File: config.mk
export PLATFORM = sky130hd
export DESIGN_NAME = motion_gated_deviation_averager_unit_flat
export DESIGN_NICKNAME = d
export VERILOG_FILES = /design/src/hw/rtl/mgda_pkg.sv /design/src/hw/rtl/mgda_ifs.sv /design/src/hw/rtl/mgda_ctrl.sv /design/src/hw/rtl/mgda_datapath.sv /design/src/hw/rtl/motion_gated_deviation_averager_unit.sv /design/src/flat_wrapper.sv
export VERILOG_INCLUDE_DIRS = /design/src /design/src/hw/rtl
export SDC_FILE = /design/constraint.sdc
export NUM_CORES = 1
export LEC_CHECK = 0
export ABC_AREA = 1
export BUFFER_PORTS_ARGS = -buffer_cell sky130_fd_sc_hd__buf_2
export CORE_MARGIN = 1.5
export CORE_UTILIZATION = 45
export DETAILED_ROUTE_END_ITERATION = 10
export HOLD_SLACK_MARGIN = 0.12
export PLACE_DENSITY = 0.74
export SLEW_MARGIN = 40
export SYNTH_ARGS = -nofsm -noshare
export SYNTH_HDL_FRONTEND = slang
export SYNTH_SLANG_ARGS = --single-unit
File: constraint.sdc
create_clock -name clk -period 5.1 [get_ports clk]
set_input_delay 1.02 -clock clk [delete_from_list [all_inputs] [get_ports clk]]
set_output_delay 1.02 -clock clk [all_outputs]
set_load 0.05 [all_outputs]
File: src/hw/rtl/motion_gated_deviation_averager_unit_macros.svh
// Assertion helpers used by the top-level file of this block.
// Both sample on clk and stay off while rst_n is low.
`ifndef MOTION_GATED_DEVIATION_AVERAGER_UNIT_MACROS_SVH
`define MOTION_GATED_DEVIATION_AVERAGER_UNIT_MACROS_SVH

// Same-cycle implication.
`define MGDA_ASSERT_NOW(label, ante, cons, msg) \
  label: assert property (@(posedge clk) disable iff (!rst_n) (ante) |-> (cons)) \
    else $error(msg);

// Next-cycle implication.
`define MGDA_ASSERT_NEXT(label, ante, cons, msg) \
  label: assert property (@(posedge clk) disable iff (!rst_n) (ante) |=> (cons)) \
    else $error(msg);

`endif

File: src/hw/rtl/mgda_pkg.sv
`default_nettype none
package mgda_pkg;

  localparam int unsigned MAX_SAMPLES = 8191;
  localparam int unsigned SAMPLE_BITS = 10;

  localparam int unsigned ACT_W   = 2;
  localparam int unsigned MODE_W  = 3;
  localparam int unsigned THR_W   = 10;
  localparam int unsigned CNT_W   = $clog2(MAX_SAMPLES + 1);
  localparam int unsigned AVG_W   = 14;
  localparam int unsigned SUM_W   = SAMPLE_BITS + CNT_W;
  localparam int unsigned FRAC_W  = 4;
  localparam int unsigned DVD_W   = SUM_W + FRAC_W;
  localparam int unsigned DCNT_W  = $clog2(DVD_W);

  localparam logic [THR_W-1:0] THR_RESET = THR_W'(40);
  localparam logic [CNT_W-1:0] CNT_LIMIT = CNT_W'(MAX_SAMPLES);
  localparam logic [AVG_W-1:0] AVG_MAX   = {AVG_W{1'b1}};

  localparam logic [ACT_W-1:0] ACT_SAMPLE = 2'd0;
  localparam logic [ACT_W-1:0] ACT_BTN1   = 2'd1;
  localparam logic [ACT_W-1:0] ACT_BTN2   = 2'd2;

  typedef enum logic [MODE_W-1:0] {
    MODE_IDLE   = 3'd0,
    MODE_ACQ    = 3'd1,
    MODE_FULL   = 3'd2,
    MODE_PAUSE  = 3'd3,
    MODE_STOP   = 3'd4,
    MODE_RESULT = 3'd5
  } mode_t;

  // controller -> datapath
  typedef struct packed {
    logic step;      // apply the accepted item
    logic div_step;  // one quotient bit
  } dp_cmd_t;

  // datapath -> controller
  typedef struct packed {
    logic div_req;   // accepted item starts a division
    logic div_last;  // final quotient bit this cycle
  } dp_stat_t;

endpackage
`default_nettype wire

File: src/hw/rtl/mgda_ifs.sv
`default_nettype none
interface mgda_in_if;
  import mgda_pkg::*;
  logic                   valid;
  logic                   ready;
  logic [ACT_W-1:0]       action;
  logic [SAMPLE_BITS-1:0] accel_x;
  logic [SAMPLE_BITS-1:0] accel_y;
  logic [SAMPLE_BITS-1:0] accel_z;
  modport source (output valid, action, accel_x, accel_y, accel_z, input ready);
  modport sink   (input valid, action, accel_x, accel_y, accel_z, output ready);
endinterface

interface mgda_out_if;
  import mgda_pkg::*;
  logic              valid;
  logic              ready;
  logic [MODE_W-1:0] mode;
  logic              recorded;
  logic              buzzer_on;
  logic [CNT_W-1:0]  sample_total;
  logic [AVG_W-1:0]  average_q4;
  logic              average_valid;
  modport source (output valid, mode, recorded, buzzer_on, sample_total, average_q4,
                  average_valid, input ready);
  modport sink   (input valid, mode, recorded, buzzer_on, sample_total, average_q4,
                  average_valid, output ready);
endinterface
`default_nettype wire

File: src/hw/rtl/mgda_ctrl.sv
`default_nettype none
module mgda_ctrl (
  input  wire logic               clk,
  input  wire logic               rst_n,
  input  wire logic               in_valid,
  output logic                    in_ready,
  output logic                    out_valid,
  input  wire logic               out_ready,
  input  wire mgda_pkg::dp_stat_t stat,
  output mgda_pkg::dp_cmd_t       cmd
);
  import mgda_pkg::*;

  typedef enum logic [1:0] {
    ST_WAIT,
    ST_DIV,
    ST_RESP
  } ctrl_state_t;

  ctrl_state_t state_r;
  logic        in_ready_r;
  logic        out_valid_r;
  logic        accept;

  assign accept       = in_valid && in_ready_r;
  assign cmd.step     = accept;
  assign cmd.div_step = (state_r == ST_DIV);
  assign in_ready     = in_ready_r;
  assign out_valid    = out_valid_r;

  always_ff @(posedge clk) begin
    if (!rst_n) begin
      state_r     <= ST_WAIT;
      in_ready_r  <= 1'b1;
      out_valid_r <= 1'b0;
    end else begin
      unique case (state_r)
        ST_WAIT: begin
          if (accept) begin
            in_ready_r <= 1'b0;
            if (stat.div_req) begin
              state_r <= ST_DIV;
            end else begin
              state_r     <= ST_RESP;
              out_valid_r <= 1'b1;
            end
          end
        end
        ST_DIV: begin
          if (stat.div_last) begin
            state_r     <= ST_RESP;
            out_valid_r <= 1'b1;
          end
        end
        ST_RESP: begin
          if (out_ready) begin
            state_r     <= ST_WAIT;
            out_valid_r <= 1'b0;
            in_ready_r  <= 1'b1;
          end
        end
        default: begin
          state_r     <= ST_WAIT;
          in_ready_r  <= 1'b1;
          out_valid_r <= 1'b0;
        end
      endcase
    end
  end

endmodule
`default_nettype wire

File: src/hw/rtl/mgda_datapath.sv
`default_nettype none
module mgda_datapath (
  input  wire logic                               clk,
  input  wire logic                               rst_n,
  input  wire logic                               cfg_wr_en,
  input  wire logic [mgda_pkg::THR_W-1:0]         cfg_wr_data,
  input  wire logic [mgda_pkg::ACT_W-1:0]         action,
  input  wire logic [mgda_pkg::SAMPLE_BITS-1:0]   accel_x,
  input  wire logic [mgda_pkg::SAMPLE_BITS-1:0]   accel_y,
  input  wire logic [mgda_pkg::SAMPLE_BITS-1:0]   accel_z,
  input  wire mgda_pkg::dp_cmd_t                  cmd,
  output mgda_pkg::dp_stat_t                      stat,
  output logic [mgda_pkg::MODE_W-1:0]             mode,
  output logic                                    recorded,
  output logic                                    buzzer_on,
  output logic [mgda_pkg::CNT_W-1:0]              sample_total,
  output logic [mgda_pkg::AVG_W-1:0]              average_q4,
  output logic                                    average_valid
);
  import mgda_pkg::*;

  logic [THR_W-1:0]       thr_r;
  mode_t                  mode_r, mode_nxt;
  logic [SAMPLE_BITS-1:0] ref_x_r, ref_x_nxt;
  logic [SAMPLE_BITS-1:0] ref_y_r, ref_y_nxt;
  logic [SAMPLE_BITS-1:0] ref_z_r, ref_z_nxt;
  logic [SUM_W-1:0]       sum_r, sum_nxt;
  logic [CNT_W-1:0]       cnt_r, cnt_nxt;
  logic [AVG_W-1:0]       avg_r, avg_nxt;
  logic                   rec_r, rec_nxt;

  // restoring divider: dvd_r shifts the dividend out and the quotient in
  logic [DVD_W-1:0]       dvd_r, dvd_nxt;
  logic [CNT_W-1:0]       rem_r, rem_nxt;
  logic [DCNT_W-1:0]      dcnt_r, dcnt_nxt;
  logic [CNT_W:0]         trial;
  logic                   fits;

  logic [SAMPLE_BITS-1:0] dx, dy, dz;
  logic                   moved;
  logic [CNT_W-1:0]       cnt_inc;

  assign dx = (accel_x > ref_x_r) ? accel_x - ref_x_r : ref_x_r - accel_x;
  assign dy = (accel_y > ref_y_r) ? accel_y - ref_y_r : ref_y_r - accel_y;
  assign dz = (accel_z > ref_z_r) ? accel_z - ref_z_r : ref_z_r - accel_z;
  assign moved   = (dx > thr_r) || (dy > thr_r);
  assign cnt_inc = cnt_r + CNT_W'(1);

  assign trial = {rem_r, dvd_r[DVD_W-1]};
  assign fits  = (trial >= {1'b0, cnt_r});

  assign stat.div_req  = (mode_r == MODE_STOP) && (action == ACT_BTN2) && (cnt_r != '0);
  assign stat.div_last = (dcnt_r == '0);

  always_comb begin
    mode_nxt  = mode_r;
    ref_x_nxt = ref_x_r;
    ref_y_nxt = ref_y_r;
    ref_z_nxt = ref_z_r;
    sum_nxt   = sum_r;
    cnt_nxt   = cnt_r;
    avg_nxt   = avg_r;
    rec_nxt   = rec_r;
    dvd_nxt   = dvd_r;
    rem_nxt   = rem_r;
    dcnt_nxt  = dcnt_r;

    if (cmd.step) begin
      rec_nxt = 1'b0;
      unique case (mode_r)
        MODE_ACQ: begin
          if (action == ACT_SAMPLE) begin
            if (moved && (cnt_r < CNT_LIMIT)) begin
              sum_nxt = sum_r + SUM_W'(dz);
              cnt_nxt = cnt_inc;
              rec_nxt = 1'b1;
            end
            if (cnt_nxt >= CNT_LIMIT) begin
              mode_nxt = MODE_FULL;
            end
          end else if (action == ACT_BTN1) begin
            mode_nxt = MODE_PAUSE;
          end else if (action == ACT_BTN2) begin
            mode_nxt = MODE_STOP;
          end
        end
        MODE_FULL: begin
          if (action == ACT_BTN1) mode_nxt = MODE_STOP;
        end
        MODE_PAUSE: begin
          if (action == ACT_BTN1) mode_nxt = MODE_ACQ;
        end
        MODE_STOP: begin
          if (action == ACT_BTN1) begin
            cnt_nxt  = '0;
            mode_nxt = MODE_IDLE;
          end else if (action == ACT_BTN2) begin
            mode_nxt = MODE_RESULT;
            avg_nxt  = '0;
            dvd_nxt  = {sum_r, {FRAC_W{1'b0}}};
            rem_nxt  = '0;
            dcnt_nxt = DCNT_W'(DVD_W - 1);
          end
        end
        MODE_RESULT: begin
          if (action == ACT_BTN1) begin
            cnt_nxt  = '0;
            mode_nxt = MODE_IDLE;
          end
        end
        default: begin
          if (action == ACT_BTN1) begin
            ref_x_nxt = accel_x;
            ref_y_nxt = accel_y;
            ref_z_nxt = accel_z;
            sum_nxt   = '0;
            cnt_nxt   = '0;
            mode_nxt  = MODE_ACQ;
          end
        end
      endcase
    end

    if (cmd.div_step) begin
      rem_nxt  = fits ? CNT_W'(trial - {1'b0, cnt_r}) : trial[CNT_W-1:0];
      dvd_nxt  = {dvd_r[DVD_W-2:0], fits};
      dcnt_nxt = dcnt_r - DCNT_W'(1);
      if (stat.div_last) begin
        avg_nxt = (dvd_nxt > DVD_W'(AVG_MAX)) ? AVG_MAX : dvd_nxt[AVG_W-1:0];
      end
    end
  end

  always_ff @(posedge clk) begin
    if (!rst_n) begin
      thr_r   <= THR_RESET;
      mode_r  <= MODE_IDLE;
      ref_x_r <= '0;
      ref_y_r <= '0;
      ref_z_r <= '0;
      sum_r   <= '0;
      cnt_r   <= '0;
      avg_r   <= '0;
      rec_r   <= 1'b0;
      dcnt_r  <= '0;
    end else begin
      if (cfg_wr_en) thr_r <= cfg_wr_data;
      mode_r  <= mode_nxt;
      ref_x_r <= ref_x_nxt;
      ref_y_r <= ref_y_nxt;
      ref_z_r <= ref_z_nxt;
      sum_r   <= sum_nxt;
      cnt_r   <= cnt_nxt;
      avg_r   <= avg_nxt;
      rec_r   <= rec_nxt;
      dcnt_r  <= dcnt_nxt;
    end
  end

  always_ff @(posedge clk) begin
    dvd_r <= dvd_nxt;
    rem_r <= rem_nxt;
  end

  assign mode          = mode_r;
  assign recorded      = rec_r;
  assign buzzer_on     = (mode_r == MODE_FULL);
  assign sample_total  = cnt_r;
  assign average_q4    = (mode_r == MODE_RESULT) ? avg_r : '0;
  assign average_valid = (mode_r == MODE_RESULT) && (cnt_r != '0);

endmodule
`default_nettype wire

File: src/hw/rtl/motion_gated_deviation_averager_unit.sv
// Motion-gated deviation averager.
// in_if carries one item: a sample (action 0) or a button press (1 or 2),
// with the three accelerometer readings. out_if returns exactly one item per
// input item: the mode after it, whether the sample was recorded, the buzzer,
// the sample count and, in result mode, the Q4 mean |z - z_ref|.
// cfg_wr_en/cfg_wr_data write the horizontal threshold; write only when idle.
// One item is in flight at a time. A result becomes valid in the cycle
// after its item is accepted. Button two in stopped mode with a nonzero count
// instead runs a one-bit-per-cycle restoring divider over the 27-bit scaled
// sum, and that item's result becomes valid once the last quotient bit is in.
// The next item is taken in the cycle after the result is taken.
// While out_if is stalled the result is held and in_if.ready stays low.
// Synchronous reset (rst_n low) returns to idle with all sums, counts and
// references zero and the threshold at 40; no clearing pass is needed.
`default_nettype none
`include "motion_gated_deviation_averager_unit_macros.svh"
module motion_gated_deviation_averager_unit (
  input  wire logic                          clk,
  input  wire logic                          rst_n,
  mgda_in_if.sink                            in_if,
  mgda_out_if.source                         out_if,
  input  wire logic                          cfg_wr_en,
  input  wire logic [mgda_pkg::THR_W-1:0]    cfg_wr_data
);
  import mgda_pkg::*;

  dp_cmd_t  cmd;
  dp_stat_t stat;

  mgda_ctrl u_ctrl (
    .clk       (clk),
    .rst_n     (rst_n),
    .in_valid  (in_if.valid),
    .in_ready  (in_if.ready),
    .out_valid (out_if.valid),
    .out_ready (out_if.ready),
    .stat      (stat),
    .cmd       (cmd)
  );

  mgda_datapath u_dp (
    .clk           (clk),
    .rst_n         (rst_n),
    .cfg_wr_en     (cfg_wr_en),
    .cfg_wr_data   (cfg_wr_data),
    .action        (in_if.action),
    .accel_x       (in_if.accel_x),
    .accel_y       (in_if.accel_y),
    .accel_z       (in_if.accel_z),
    .cmd           (cmd),
    .stat          (stat),
    .mode          (out_if.mode),
    .recorded      (out_if.recorded),
    .buzzer_on     (out_if.buzzer_on),
    .sample_total  (out_if.sample_total),
    .average_q4    (out_if.average_q4),
    .average_valid (out_if.average_valid)
  );

  `MGDA_ASSERT_NOW(a_one_in_flight, in_if.ready, !out_if.valid && !cmd.div_step, "item overlap")
  `MGDA_ASSERT_NEXT(a_accept_progress, in_if.valid && in_if.ready, out_if.valid || cmd.div_step, "accepted item stalled")
  `MGDA_ASSERT_NOW(a_avg_valid_mode, out_if.average_valid, out_if.mode == MODE_RESULT, "average_valid outside result")
  `MGDA_ASSERT_NOW(a_rec_mode, out_if.valid && out_if.recorded, out_if.mode == MODE_ACQ || out_if.mode == MODE_FULL, "recorded outside acquiring")

endmodule
`default_nettype wire

File: src/flat_wrapper.sv
// flat-port wrapper written by rule: the top's interface ports become plain ports
module motion_gated_deviation_averager_unit_flat import mgda_pkg::*;
  (clk, rst_n, cfg_wr_en, cfg_wr_data, in_if_valid, in_if_action, in_if_accel_x, in_if_accel_y, in_if_accel_z, in_if_ready, out_if_valid, out_if_mode, out_if_recorded, out_if_buzzer_on, out_if_sample_total, out_if_average_q4, out_if_average_valid, out_if_ready);
  mgda_in_if in_if_i ();
  mgda_out_if out_if_i ();
  input  wire logic clk;
  input  wire logic rst_n;
  input  wire logic cfg_wr_en;
  input  wire logic [mgda_pkg::THR_W-1:0] cfg_wr_data;
  input wire logic [$bits(in_if_i.valid)-1:0] in_if_valid;
  input wire logic [$bits(in_if_i.action)-1:0] in_if_action;
  input wire logic [$bits(in_if_i.accel_x)-1:0] in_if_accel_x;
  input wire logic [$bits(in_if_i.accel_y)-1:0] in_if_accel_y;
  input wire logic [$bits(in_if_i.accel_z)-1:0] in_if_accel_z;
  output wire logic [$bits(in_if_i.ready)-1:0] in_if_ready;
  output wire logic [$bits(out_if_i.valid)-1:0] out_if_valid;
  output wire logic [$bits(out_if_i.mode)-1:0] out_if_mode;
  output wire logic [$bits(out_if_i.recorded)-1:0] out_if_recorded;
  output wire logic [$bits(out_if_i.buzzer_on)-1:0] out_if_buzzer_on;
  output wire logic [$bits(out_if_i.sample_total)-1:0] out_if_sample_total;
  output wire logic [$bits(out_if_i.average_q4)-1:0] out_if_average_q4;
  output wire logic [$bits(out_if_i.average_valid)-1:0] out_if_average_valid;
  input wire logic [$bits(out_if_i.ready)-1:0] out_if_ready;
  assign in_if_i.valid = in_if_valid;
  assign in_if_i.action = in_if_action;
  assign in_if_i.accel_x = in_if_accel_x;
  assign in_if_i.accel_y = in_if_accel_y;
  assign in_if_i.accel_z = in_if_accel_z;
  assign in_if_ready = in_if_i.ready;
  assign out_if_valid = out_if_i.valid;
  assign out_if_mode = out_if_i.mode;
  assign out_if_recorded = out_if_i.recorded;
  assign out_if_buzzer_on = out_if_i.buzzer_on;
  assign out_if_sample_total = out_if_i.sample_total;
  assign out_if_average_q4 = out_if_i.average_q4;
  assign out_if_average_valid = out_if_i.average_valid;
  assign out_if_i.ready = out_if_ready;
  motion_gated_deviation_averager_unit u_core (.clk(clk), .rst_n(rst_n), .in_if(in_if_i), .out_if(out_if_i), .cfg_wr_en(cfg_wr_en), .cfg_wr_data(cfg_wr_data));
endmodule
## After elaboration in Yosys (flattened, before gate mapping)

Index checks and enable logic that the tools add are counted.

- Bits in registers: 143
- Input bits: 47
- Output and inout port bits: 35

- $add $sub $neg: 10
- Magnitude comparators: 9
- Equal/unequal tests: 21
- Multiplexer cells: 64
- Bitwise operators: 4
- Reductions and logical operators: 26

Operator list:

| kind | count |
|---|---|
| $mux 13 | 12 |
| $mux 27 | 5 |
| $mux 14 | 8 |
| $mux 23 | 3 |
| $sub 10x10->10 | 6 |
| $gt 10x10->1 | 5 |
| $pmux 23 s2 | 1 |
| $mux 10 | 3 |
| $gt 27x14->1 const B | 1 |
| $mux 3 | 9 |
| $pmux 13 s2 | 1 |
| $mux 5 | 5 |
| $add 23x10->23 | 1 |
| $ge 14x13->1 | 1 |
| $ne 2x2->1 const B | 7 |
| $add 13x1->13 const B | 1 |
| $ge 13x13->1 const B | 1 |
| $lt 13x13->1 const B | 1 |
| $reduce_bool 13->1 | 1 |
| $sub 13x13->13 | 1 |
| $pmux 3 s4 | 1 |
| $reduce_and 4->1 | 3 |
| $mux 1 | 9 |
| $reduce_and 3->1 | 3 |
| other kinds (25) | 45 |

## Logic depth before layout (Yosys ltp)

Gate-level depths: netlist (run 1).

- Depth after elaboration: 13
- Depth in mapped cells: 38
- Mapped depth without buffers: 38

## By module

A second synthesis (run 1) with hierarchy kept.

- Cells, all modules: 1,483
- Area, all modules: 10,623.9 µm²

By module, submodules not included:

| module | instances | cells each | area each (µm²) |
|---|---|---|---|
| mgda_datapath | 1 | 1,454 | 10,426.2 |
| mgda_ctrl | 1 | 29 | 197.7 |

## Worst setup path after synthesis (run 1)

Ideal clock, no wire load.

- Path type: input port to flip-flop
- Start point: input in_if_accel_y[0]
- End point: register u_core.u_dp.mode_r[0], in the netlist u_core.u_dp.mode[0]
- Arrival time: 4,469 ps
- Slack: 514 ps
- Stages on the path: 36
- Path buffers: 1
- Cell sequence: inv_1 -> ha_1 -> inv_1 -> fa_1 -> inv_1 -> nor2_1 -> nor2_1 -> nor2_1 -> nor3_1 -> nor2_1 -> a211o_1 -> nand2_4 -> inv_2 -> o21ai_1 -> xor2_1 -> inv_1 -> ha_1 -> nand2_1 -> nand2_1 -> nand2_1 -> nand2_1 -> nand2_1 -> nand3_1 -> nand2_2 -> nand2_8 -> buf_4 -> nand3_1 -> nand2_1 -> nor2_2 -> nand2_1 -> nor2_1 -> nand2_1 -> nand2_2 -> nand3_1 -> nand2_1 -> nor2_1

- Cells in the longest elaborated chain, start to end: 12
- Elaborated cells on any way between the ends: 14
- Those cells by class: 2 x add/sub; 3 x order compare; 1 x eq/ne; 5 x mux; 3 x reduce/logical

Ends and longest elaborated chain:

| element | line | text |
|---|---|---|
| from (decl) | flat_wrapper.sv:13 | `input wire logic [$bits(in_if_i.accel_y)-1:0] in_if_accel_y;` |
| $sub 10x10->10 / $gt 10x10->1 (equally long branches) | mgda_datapath.sv:44 | `assign dy = (accel_y > ref_y_r) ? accel_y - ref_y_r : ref_y_r - accel_y;` |
| $mux 10 (*) | mgda_datapath.sv:44 |  |
| $gt 10x10->1 (*) | mgda_datapath.sv:46 | `assign moved = (dx > thr_r) \|\| (dy > thr_r);` |
| $logic_or 1x1->1 (*) | mgda_datapath.sv:46 |  |
| $logic_and 1x1->1 (*) | mgda_datapath.sv:73 | `if (moved && (cnt_r < CNT_LIMIT)) begin` |
| $mux 13 (*) | mgda_datapath.sv:73 |  |
| $mux 13 (*) | mgda_datapath.sv:72 | `if (action == ACT_SAMPLE) begin` |
| $mux 13 (*) | mgda_datapath.sv:70 | `unique case (mode_r)` |
| $mux 13 (*) | mgda_datapath.sv:68 | `if (cmd.step) begin` |
| $ge 13x13->1 (*) | mgda_datapath.sv:78 | `if (cnt_nxt >= CNT_LIMIT) begin` |
| $ne 3x3->1 (no source line) (*) | -- |  |
| $reduce_and 7->1 (no source line) (*) | -- |  |
| to (signal assigned) | mgda_datapath.sv:148 | `mode_r <= mode_nxt;` |
| to (decl) | mgda_datapath.sv:23 | `mode_t mode_r, mode_nxt;` |

Every way passes the cells marked *; elsewhere a longest branch is shown, timed or not. The select of a mux whose other input is x is not followed.
A chain may end at the register's enable or synchronous reset.

## Worst setup path in the final report (run 1)

Ends and elaborated chain as after synthesis.

==> results of run 1 <==
-- Yosys cell counts, types with 5 or more instances --
library cell	n	share of area, %
inv_2	11	0.39
clkbuf_1	30	1.1
nor4_1	6	0.36
xor2_1	35	2.9
edfxtp_1	40	11
nor3_1	26	1.2
a221oi_1	7	0.58
nand2_2	8	0.47
a211oi_1	10	0.71
buf_2	6	0.28
nand2_1	274	9.7
a21o_1	10	0.71
a21oi_1	163	7.7
ha_1	105	12
o21ai_1	6	0.28
nand4_1	11	0.65
nor2_1	101	3.6
a31oi_1	8	0.47
o21a_1	6	0.43
fa_1	8	1.5
nor2_2	5	0.30
xnor2_1	11	0.91
or2_2	7	0.41
inv_1	226	8.0
dfxtp_1	103	20
o21ai_0	136	6.4
nand3_1	67	3.2
-- cells by family (layout without fill, tap and decap cells) --
family,after synthesis,count (layout)
multiplexers,3,3
buffers and inverters,278,362
AND/OR/NAND/NOR,527,528
flip-flops,143,143
AO/OA/AOI/OAI,364,364
adder cells (fa/ha/maj),113,113
XOR/XNOR,46,46
-- metal layers --
layer  up-vias  part of all wire (%)  global-route usage [%]
met5         -                 0.062                       0
met4         2                   1.6                   6.939
met3        42                   5.9                   4.056
met2       266                    44                   34.73
met1      4462                    48                   29.92
li1       5025                     -                       -
-- power by group through the flow --
| stage | sequential (W) | combinational [W] | clock [W] |
|---|---|---|---|
| final | 0.00151 | 0.00188 | 0.00126 |
| after global routing | 0.00153 | 0.00215 | 0.00132 |
| after CTS | 0.00151 | 0.00182 | 0.00127 |
| after detailed placement | 0.00153 | 0.00181 | 0 |
| after global placement | 0.00153 | 0.00177 | 0 |
| after floorplan | 0.00154 | 0.00140 | 0 |
-- what timing repair did --
| action | CTS | global route |
|---|---|---|
| gates resized for setup | 0 | 8 |
| setup endpoints to repair | 0 | 14 |
| setup buffers | 0 | 1 |
-- final timing paths --
path                               start                      to  depth (start not counted)
setup / recovery        in_if_accel_y[0]     u_core.u_dp.mode[0]                         36
hold / removal    u_core.u_dp.ref_y_r[9]  u_core.u_dp.ref_y_r[9]                          2
setup reg to reg  u_core.u_dp.ref_x_r[0]     u_core.u_dp.mode[0]                         32
hold reg to reg   u_core.u_dp.ref_y_r[9]  u_core.u_dp.ref_y_r[9]                          2
-- through the flow --
| stage | hold slack, ns | total power [W] | setup WS, ns | utilization (%) | instance area [um^2] |
|---|---|---|---|---|---|
| final | 0.4583 | 0.004654 | 0.4438 | 52.22 | 11930 |
| after global routing | 0.4853 | 0.005001 | -0.03053 | 52.22 | 11930 |
| after CTS | 0.4602 | 0.004609 | 0.3772 | 51.97 | 11870 |
| after detailed placement | 0.4492 | 0.003346 | -0.04788 | 49.39 | 11280 |
| after global placement | 0.4432 | 0.003294 | 0.08859 | 49.37 | 11280 |
| after floorplan | 0.4331 | 0.002944 | 0.5138 | - | 10560 |
-- flip-flops by register name (all words and copies together) (netlist names), 2 cells and up --
name	flops
u_core.u_ctrl.state_r	2
u_core.u_dp.sample_total	13
u_core.u_dp.ref_x_r	10
u_core.u_dp.ref_z_r	10
u_core.u_dp.thr_r	10
u_core.u_dp.mode	3
u_core.u_dp.dvd_r	27
u_core.u_dp.dcnt_r	5
u_core.u_dp.sum_r	23
u_core.u_dp.ref_y_r	10
u_core.u_dp.avg_r	14
u_core.u_dp.rem_r	13
-- layout make-up --
| type | instances | area [um^2] |
|---|---|---|
| Clock buffer | 18 | 450.4 |
| Sequential cell | 143 | 3263 |
| Clock inverter | 14 | 137.6 |
| Fill cell | 2247 | 10920 |
| Tap cell | 313 | 391.6 |
| Multi-Input combinational cell | 1054 | 6292 |
| Timing Repair Buffer | 92 | 500.5 |
| Inverter | 238 | 895.9 |
-- worst reg2reg max path, delay by kind of cell (launching register included) --
family          cells  cell delay (ns)
fa+ha+maj           3             0.88
xor+xnor            1             0.18
flops               1             0.35
buf+inv             5             0.51
simple gates       18             1.61
compound gates      5             0.63
==> summary.md, run 1 <==
| Metric | Value |
|---|---|
| Status | `finished clean` |
| P_int | `0.002745 W` |
| Post-synthesis xor/xnor area fraction | `3.815%` |
| Initial antenna violation count | `1` |
| Yosys reg bits | `roughly 140` |
| Routed vias/inst | `5.233` |
| Adder-cell area share of the yosys netlist | `between 10 and 15%` |
| Post-synthesis simple-gate area fraction | `approximately 22%` |
| Clock Skew | `0.01182 ns` |
| DRT Pass-1 Iters | `5` |
| Reg power frac | `32.5%` |
| Setup TNS | `0 ns` |
| Post-route ant nets | `0` |
| Fmax | `0.2148 GHz` |
| Synthesized area per cell | `7.165 um^2` |
| Final wirelength | `25.92 mm` |
| Slew HR | `between 40 and 50%` |
| Most frequent cells in the layout | `nand2_1, inv_1, a21oi_1, o21ai_0, ha_1` |
| Die height | `156.2 um` |
| Area added between synthesis and finish | `12.97%` |
| CP max-delay cell | `fa_1` |
| Signal arrival time at the worst endpoint | `4.98 ns` |
| Gpl congestion | `0.8988` |
| Switching Share | `41.02%` |
| Slowest stage delay, CP | `0.36 ns` |
| Compound-cell area share of the yosys netlist | `18.74%` |
| Clk buf depth | `2` |
| Diodes inserted | `0` |
| Ys Warns | `0` |
| CP bufs+invs | `7` |
| Port-buffer cells | `81` |
| Total CTS buffers | `17` |
| Final std cells w/o fill | `~1900` |
| Initial Util | `46.23%` |
| H-Tree Depth | `4` |
| Largest family of logic cells by synthesized area | `simple AND/OR/NAND/NOR gates` |
| WL/cell | `13.85 um` |
| Core area | `between 20000 and 25000 um^2` |
| Die W | `156.2 um` |
| # clock sinks | `143` |
| Cts hold-fix bufs | `0` |
| DRC errors left | `0` |
| Clock-pin slew on the worst setup and hold paths | `around 0.070 ns` |
| CTS tree | `yes` |
| Commonest non-fill, non-tap cell in the layout | `nand2_1` |
| Gr usage total | `21.85%` |
| Number of DRC markers in iteration 0 | `659` |
| Slew Limit Fails | `0` |
| Rows | `55` |
| Pwr Density | `390.1 nW/um^2` |
| Part of the power in the clock network | `~27%` |
| Final HPWL DP | `19.58 mm` |
| Cell mode on critical path | `nand2_1` |
| Syn Nets | `about 1600` |
| Top Ports | `about 80` |
| Critical Path Fanout Max | `10` |
| Wire length of the first global-routing pass | `43.23 mm` |
| Vias in the first global route | `9131` |
| Flop-to-flop setup slack | `0.85 ns` |
| Post-synthesis mux area share | `0.2843%` |
| Via Count | `9797` |
| Post-synth EDFFs | `40` |
| Required @ worst endpoint | `5.43 ns` |
| Ys async rst share | `0%` |
| Switching power of the nets | `~0.0019 W` |
| Worst Setup Start Kind | `input port` |
| Top delay family on crit path | `simple AND/OR/NAND/NOR gates` |
| Final Hold Viols | `0` |
| Layout cells sized above 1 | `11.99%` |
| Crit Path Category | `input port to flop` |
| Unique masters post-synth | `between 50 and 60` |
| Die ar. | `24400 um^2` |
| Hold crit path type | `flop to flop` |
| Worst skew pair latency | `0.43 ns` |
| Final min period | `roughly 4.7 ns` |
| P_leak | `~5.3 nW` |
| GRT Residual Overflow | `0` |
| Clk root buf | `clkbuf_16` |
| Main synth FF type | `dfxtp_1` |
| Seq/Total Area, Yosys | `a little under a third` |
| Maximum VDD drop | `between 0.2 and 0.25 mV` |
| CP Capture Type | `flop` |
| Worst-Margin Slew | `approximately 0.83 ns` |
| Mapped Area | `10560 um^2` |
| Comb pwr share | `40.3%` |
| Setup Viol. Count Final | `0` |
| Maxcap violations | `0` |
| Final net count | `about 1700` |
| Placed insts | `1838` |
| Largest net degree at the start of global routing | `48` |
| Final period util | `~91%` |
| Cells after Synth | `1474` |
Power figures use the tool's default switching activity.
==> run 2, diff against run 1 <==
ABC_AREA = default   (was 1)
SYNTH_HIERARCHICAL = 1   (was default)
==> run 2 against run 1 <==
  * The flow now finishes with violations (setup timing)
  * Synthesized cell count fell by 18%
  * Core utilization rose by 6.0 points
  * Sequential cell count did not move
  * Critical path depth fell by 10
  * Die area fell by 2.8%
  * Maximum frequency fell by 21%
  * Critical path type unchanged
  * Critical endpoint is now u_core/u_dp/sum_r[20]
  * Largest power group is now clock
==> summary.md, run 2 <==
| Metric | Value |
|---|---|
| Status | `finished with violations (was finished clean)` |
| Failing checks | `setup timing` |
| Hold Crit Endpoint | `u_core/u_dp/ref_z_r[9] (was u_core.u_dp.ref_y_r[9])` |
| Mapped Area | `10260 um^2 (was 10560 um^2)` |
| Hold crit path type | `flop to flop (unchanged)` |
| CP Capture Type | `flop (unchanged)` |
| Synth area leader | `dfxtp_1 (unchanged)` |
| Synth top area share | `20.09% (was 19.52%)` |
| Post-synth EDFFs | `40 (unchanged)` |
| Sequential Area | `3263 um^2 (unchanged)` |
| Cell mode on critical path | `a2111oi_4 (was nand2_1)` |
| Syn Nets | `1369 (was 1634)` |
| Die ar. | `23730 um^2 (was 24400 um^2)` |
| Top Registers | `u_core/u_dp/dvd_r (27), u_core/u_dp/sum_r (23), u_core/u_dp/avg_r (14) (was u_core.u_dp.dvd_r (27), u_core.u_dp.sum_r (23), u_core.u_dp.avg_r (14))` |
| Post-route cell area | `13110 um^2 (was 11930 um^2)` |
| Clock-pin slew on the worst setup and hold paths | `0.06 ns (was 0.07 ns)` |
| CTS tree | `yes (unchanged)` |
| Final HPWL DP | `19.30 mm (was 19.58 mm)` |
| Die height | `154.0 um (was 156.2 um)` |
| Cts hold-fix bufs | `0 (unchanged)` |
| Most common library cells after synthesis | `nand2_1, inv_1, ha_1 (was nand2_1, inv_1, a21oi_1)` |
| Top Ports | `82 (unchanged)` |
| Clock Skew | `0.007700 ns (was 0.01182 ns)` |
| Slew Limit Fails | `0 (unchanged)` |
| Routed vias/inst | `5.501 (was 5.233)` |
| Biggest register | `u_core/u_dp/dvd_r (was u_core.u_dp.dvd_r)` |
| Worst r2r src | `u_core/u_dp/ref_y_r[0] (was u_core.u_dp.ref_x_r[0])` |
| Signal arrival time at the worst endpoint | `6.21 ns (was 4.98 ns)` |
| H-Tree Depth | `4 (unchanged)` |
| Most frequent cells in the layout | `buf_4, nand2_1, inv_1, ha_1, dfxtp_1 (was nand2_1, inv_1, a21oi_1, o21ai_0, ha_1)` |
| Final min period | `5.860 ns (was 4.656 ns)` |
| Core area | `22500 um^2 (was 22850 um^2)` |
| DRT Pass-1 Iters | `5 (unchanged)` |
| Synthesized area per cell | `8.490 um^2 (was 7.165 um^2)` |
| Port-buffer cells | `81 (unchanged)` |
| # clock sinks | `143 (unchanged)` |
| Total CTS buffers | `17 (unchanged)` |
| Setup Viol. Count Final | `39 (was 0)` |
| Post-layout util | `58.25% (was 52.22%)` |
| Max reg flops | `27 (unchanged)` |
| Area added between synthesis and finish | `27.69% (was 12.97%)` |
| Post-route ant nets | `0 (unchanged)` |
| Number of DRC markers in iteration 0 | `581 (was 659)` |
| Pwr Density | `253.1 nW/um^2 (was 390.1 nW/um^2)` |
| Rows | `55 (unchanged)` |
| Clk root buf | `clkbuf_16 (unchanged)` |
| Area of the multi-input gates | `6795 um^2 (was 6292 um^2)` |
| Crit Path Category | `input port to flop (unchanged)` |
| DRC errors left | `0 (unchanged)` |
| Ys async rst share | `0% (unchanged)` |
| FILL cells | `1884 (was 2247)` |
| WL/cell | `15.88 um (was 13.85 um)` |
| Required @ worst endpoint | `5.45 ns (was 5.43 ns)` |
| Setup ws final | `-0.7596 ns (was 0.4438 ns)` |
| Gr usage total | `22.66% (was 21.85%)` |
| Maximum VDD drop | `0.2196 mV (was 0.2448 mV)` |
| Synth area leaders | `dfxtp_1, ha_1, edfxtp_1, a21oi_1, nand2_1 (was dfxtp_1, ha_1, edfxtp_1, nand2_1, inv_1)` |
| Vias in the first global route | `9149 (was 9131)` |
| Via Count | `9445 (was 9797)` |
| Wire length of the first global-routing pass | `43.57 mm (was 43.23 mm)` |
| Seq/Total Area, Yosys | `31.79% (was 30.90%)` |
| Main synth FF type | `dfxtp_1 (unchanged)` |
| Unique masters post-synth | `87 (was 54)` |
| Worst Setup Start Kind | `input port (unchanged)` |
| Fmax | `0.1707 GHz (was 0.2148 GHz)` |
| Worst-Margin Slew | `0.8493 ns (was 0.8346 ns)` |
| Maxcap violations | `0 (unchanged)` |
| Largest net degree at the start of global routing | `51 (was 48)` |
| GRT Residual Overflow | `0 (unchanged)` |
| Initial Util | `45.62% (was 46.23%)` |
| Gpl congestion | `0.9275 (was 0.8988)` |
| Critical Path Fanout Max | `5 (was 10)` |
| Place WS | `-1.292 ns (was -0.04788 ns)` |
| Layout cells sized above 1 | `27.58% (was 11.99%)` |
| Hold Startpoint | `u_core/u_dp/ref_z_r[9] (was u_core.u_dp.ref_y_r[9])` |
| Final period util | `114.9% (was 91.30%)` |
| Slew HR | `43.26% (was 43.85%)` |
| Ys Warns | `6 (was 0)` |
| Worst R2R End | `u_core/u_dp/sum_r[20] (was u_core.u_dp.mode[0])` |
| Commonest non-fill, non-tap cell in the layout | `buf_4 (was nand2_1)` |
| P_leak | `5.719 nW (was 5.337 nW)` |
| Flop-to-flop setup slack | `-0.44 ns (was 0.85 ns)` |
| Final Hold Viols | `0 (unchanged)` |
| Most frequent cell after synthesis | `nand2_1 (unchanged)` |
| Slowest stage delay, CP | `0.43 ns (was 0.36 ns)` |
| Worst skew pair latency | `0.43 ns (about the same)` |
| CP max-delay cell | `a2111oi_4 (was fa_1)` |
| Cells after Synth | `1209 (was 1474)` |
| Placed Area | `12030 um^2 (was 11280 um^2)` |
| Worst R2R Path Depth | `24 (was 32)` |
| Final net count | `1579 (was 1706)` |
| Die W | `154.0 um (was 156.2 um)` |
| RSZ-0062 raised after global routing | `yes` |
| Yosys reg bits | `143 (unchanged)` |
| Final wirelength | `27.26 mm (was 25.92 mm)` |
| Diodes inserted | `0 (unchanged)` |
| Clk buf depth | `2 (unchanged)` |
| Initial antenna violation count | `0 (was 1)` |
| Hold path cells | `2 (unchanged)` |
run 2: how the worst max path moves through the flow:
stage | start | to | slack (ns) | cells after the start
after floorplan | in_if_accel_y[0] | u_core/u_dp/mode[2] | -0.61 | 25
after global placement | in_if_accel_x[0] | u_core/u_dp/mode[2] | -1.15 | 27
after detailed placement | in_if_accel_x[0] | u_core/u_dp/mode[2] | -1.29 | 27
after CTS | in_if_accel_y[0] | u_core/u_dp/sum_r[22] | -0.64 | 26
after global routing | in_if_accel_y[0] | u_core/u_dp/sum_r[20] | -0.96 | 26
final | in_if_accel_y[0] | u_core/u_dp/sum_r[20] | -0.76 | 26
run 2: timing repair:
item / in CTS / in global routing
endpoints found under the setup margin: 40 / 40
hold endpoints to repair: 0 / 0
pin swaps: 19 / 24
resized for setup: 38 / 43
gates cloned: 1 / 0
buffers inserted: 13 / 4
run 2: area by class of cell:
class                   count  area share [%]
inverters                 116           3.436
repair buffers            240           12.66
clock inverters            13           1.145
flip-flops and latches    143           24.89
well taps                 285           2.720
multi-input cells         901           51.84
clock buffers              19           3.303
run 2: cell families after synthesis:
group	after synthesis	synth area share, %
simple gates	383	18.09
compound gates	282	17.60
buf+inv	165	6.265
flops	143	31.79
fa+ha+maj	113	14.36
mux	70	7.374
xor+xnor	53	4.522
run 2: routing by layer:
layer / wire (um) / vias up / global-route usage [%]
met5: 0 / - / 0
met3: 997 / 58 / 3.129
li1: - / 4669 / -
met2: 13700 / 240 / 39.60
met1: 11750 / 4478 / 27.48
met4: 809 / 0 / 10.77
run 2: power breakdown:
group	switching (W)	total (W)	internal [W]	leakage (nW)
Clock	0.000537	0.00127	0.000731	0.280
Combinational	0.000442	0.000846	0.000404	4.22
Sequential	0.0000206	0.00120	0.00118	1.22
run 2: stage by stage:
stage	hold WS, ns	setup TNS, ns	instances	power [W]
3_3_place_gp	0.4431	-33.47	1669	0.001952
4_1_cts	0.4552	-15.42	1714	0.003284
5_1_grt	0.4775	-28.40	1717	0.003454
6_report	0.4552	-19.34	1717	0.003317
3_5_place_dp	0.4467	-38.27	1669	0.001974
2_1_floorplan	0.4363	-11.64	1209	0.001683
run 2: worst max-delay path, delay by kind of cell:
family | cells | cell delay, ns
AND/OR/NAND/NOR | 6 | 1.14
XOR/XNOR | 1 | 0.15
multiplexers | 1 | 0.32
AO/OA/AOI/OAI | 11 | 2.49
buffers and inverters | 4 | 0.31
adder cells (fa/ha/maj) | 3 | 0.78
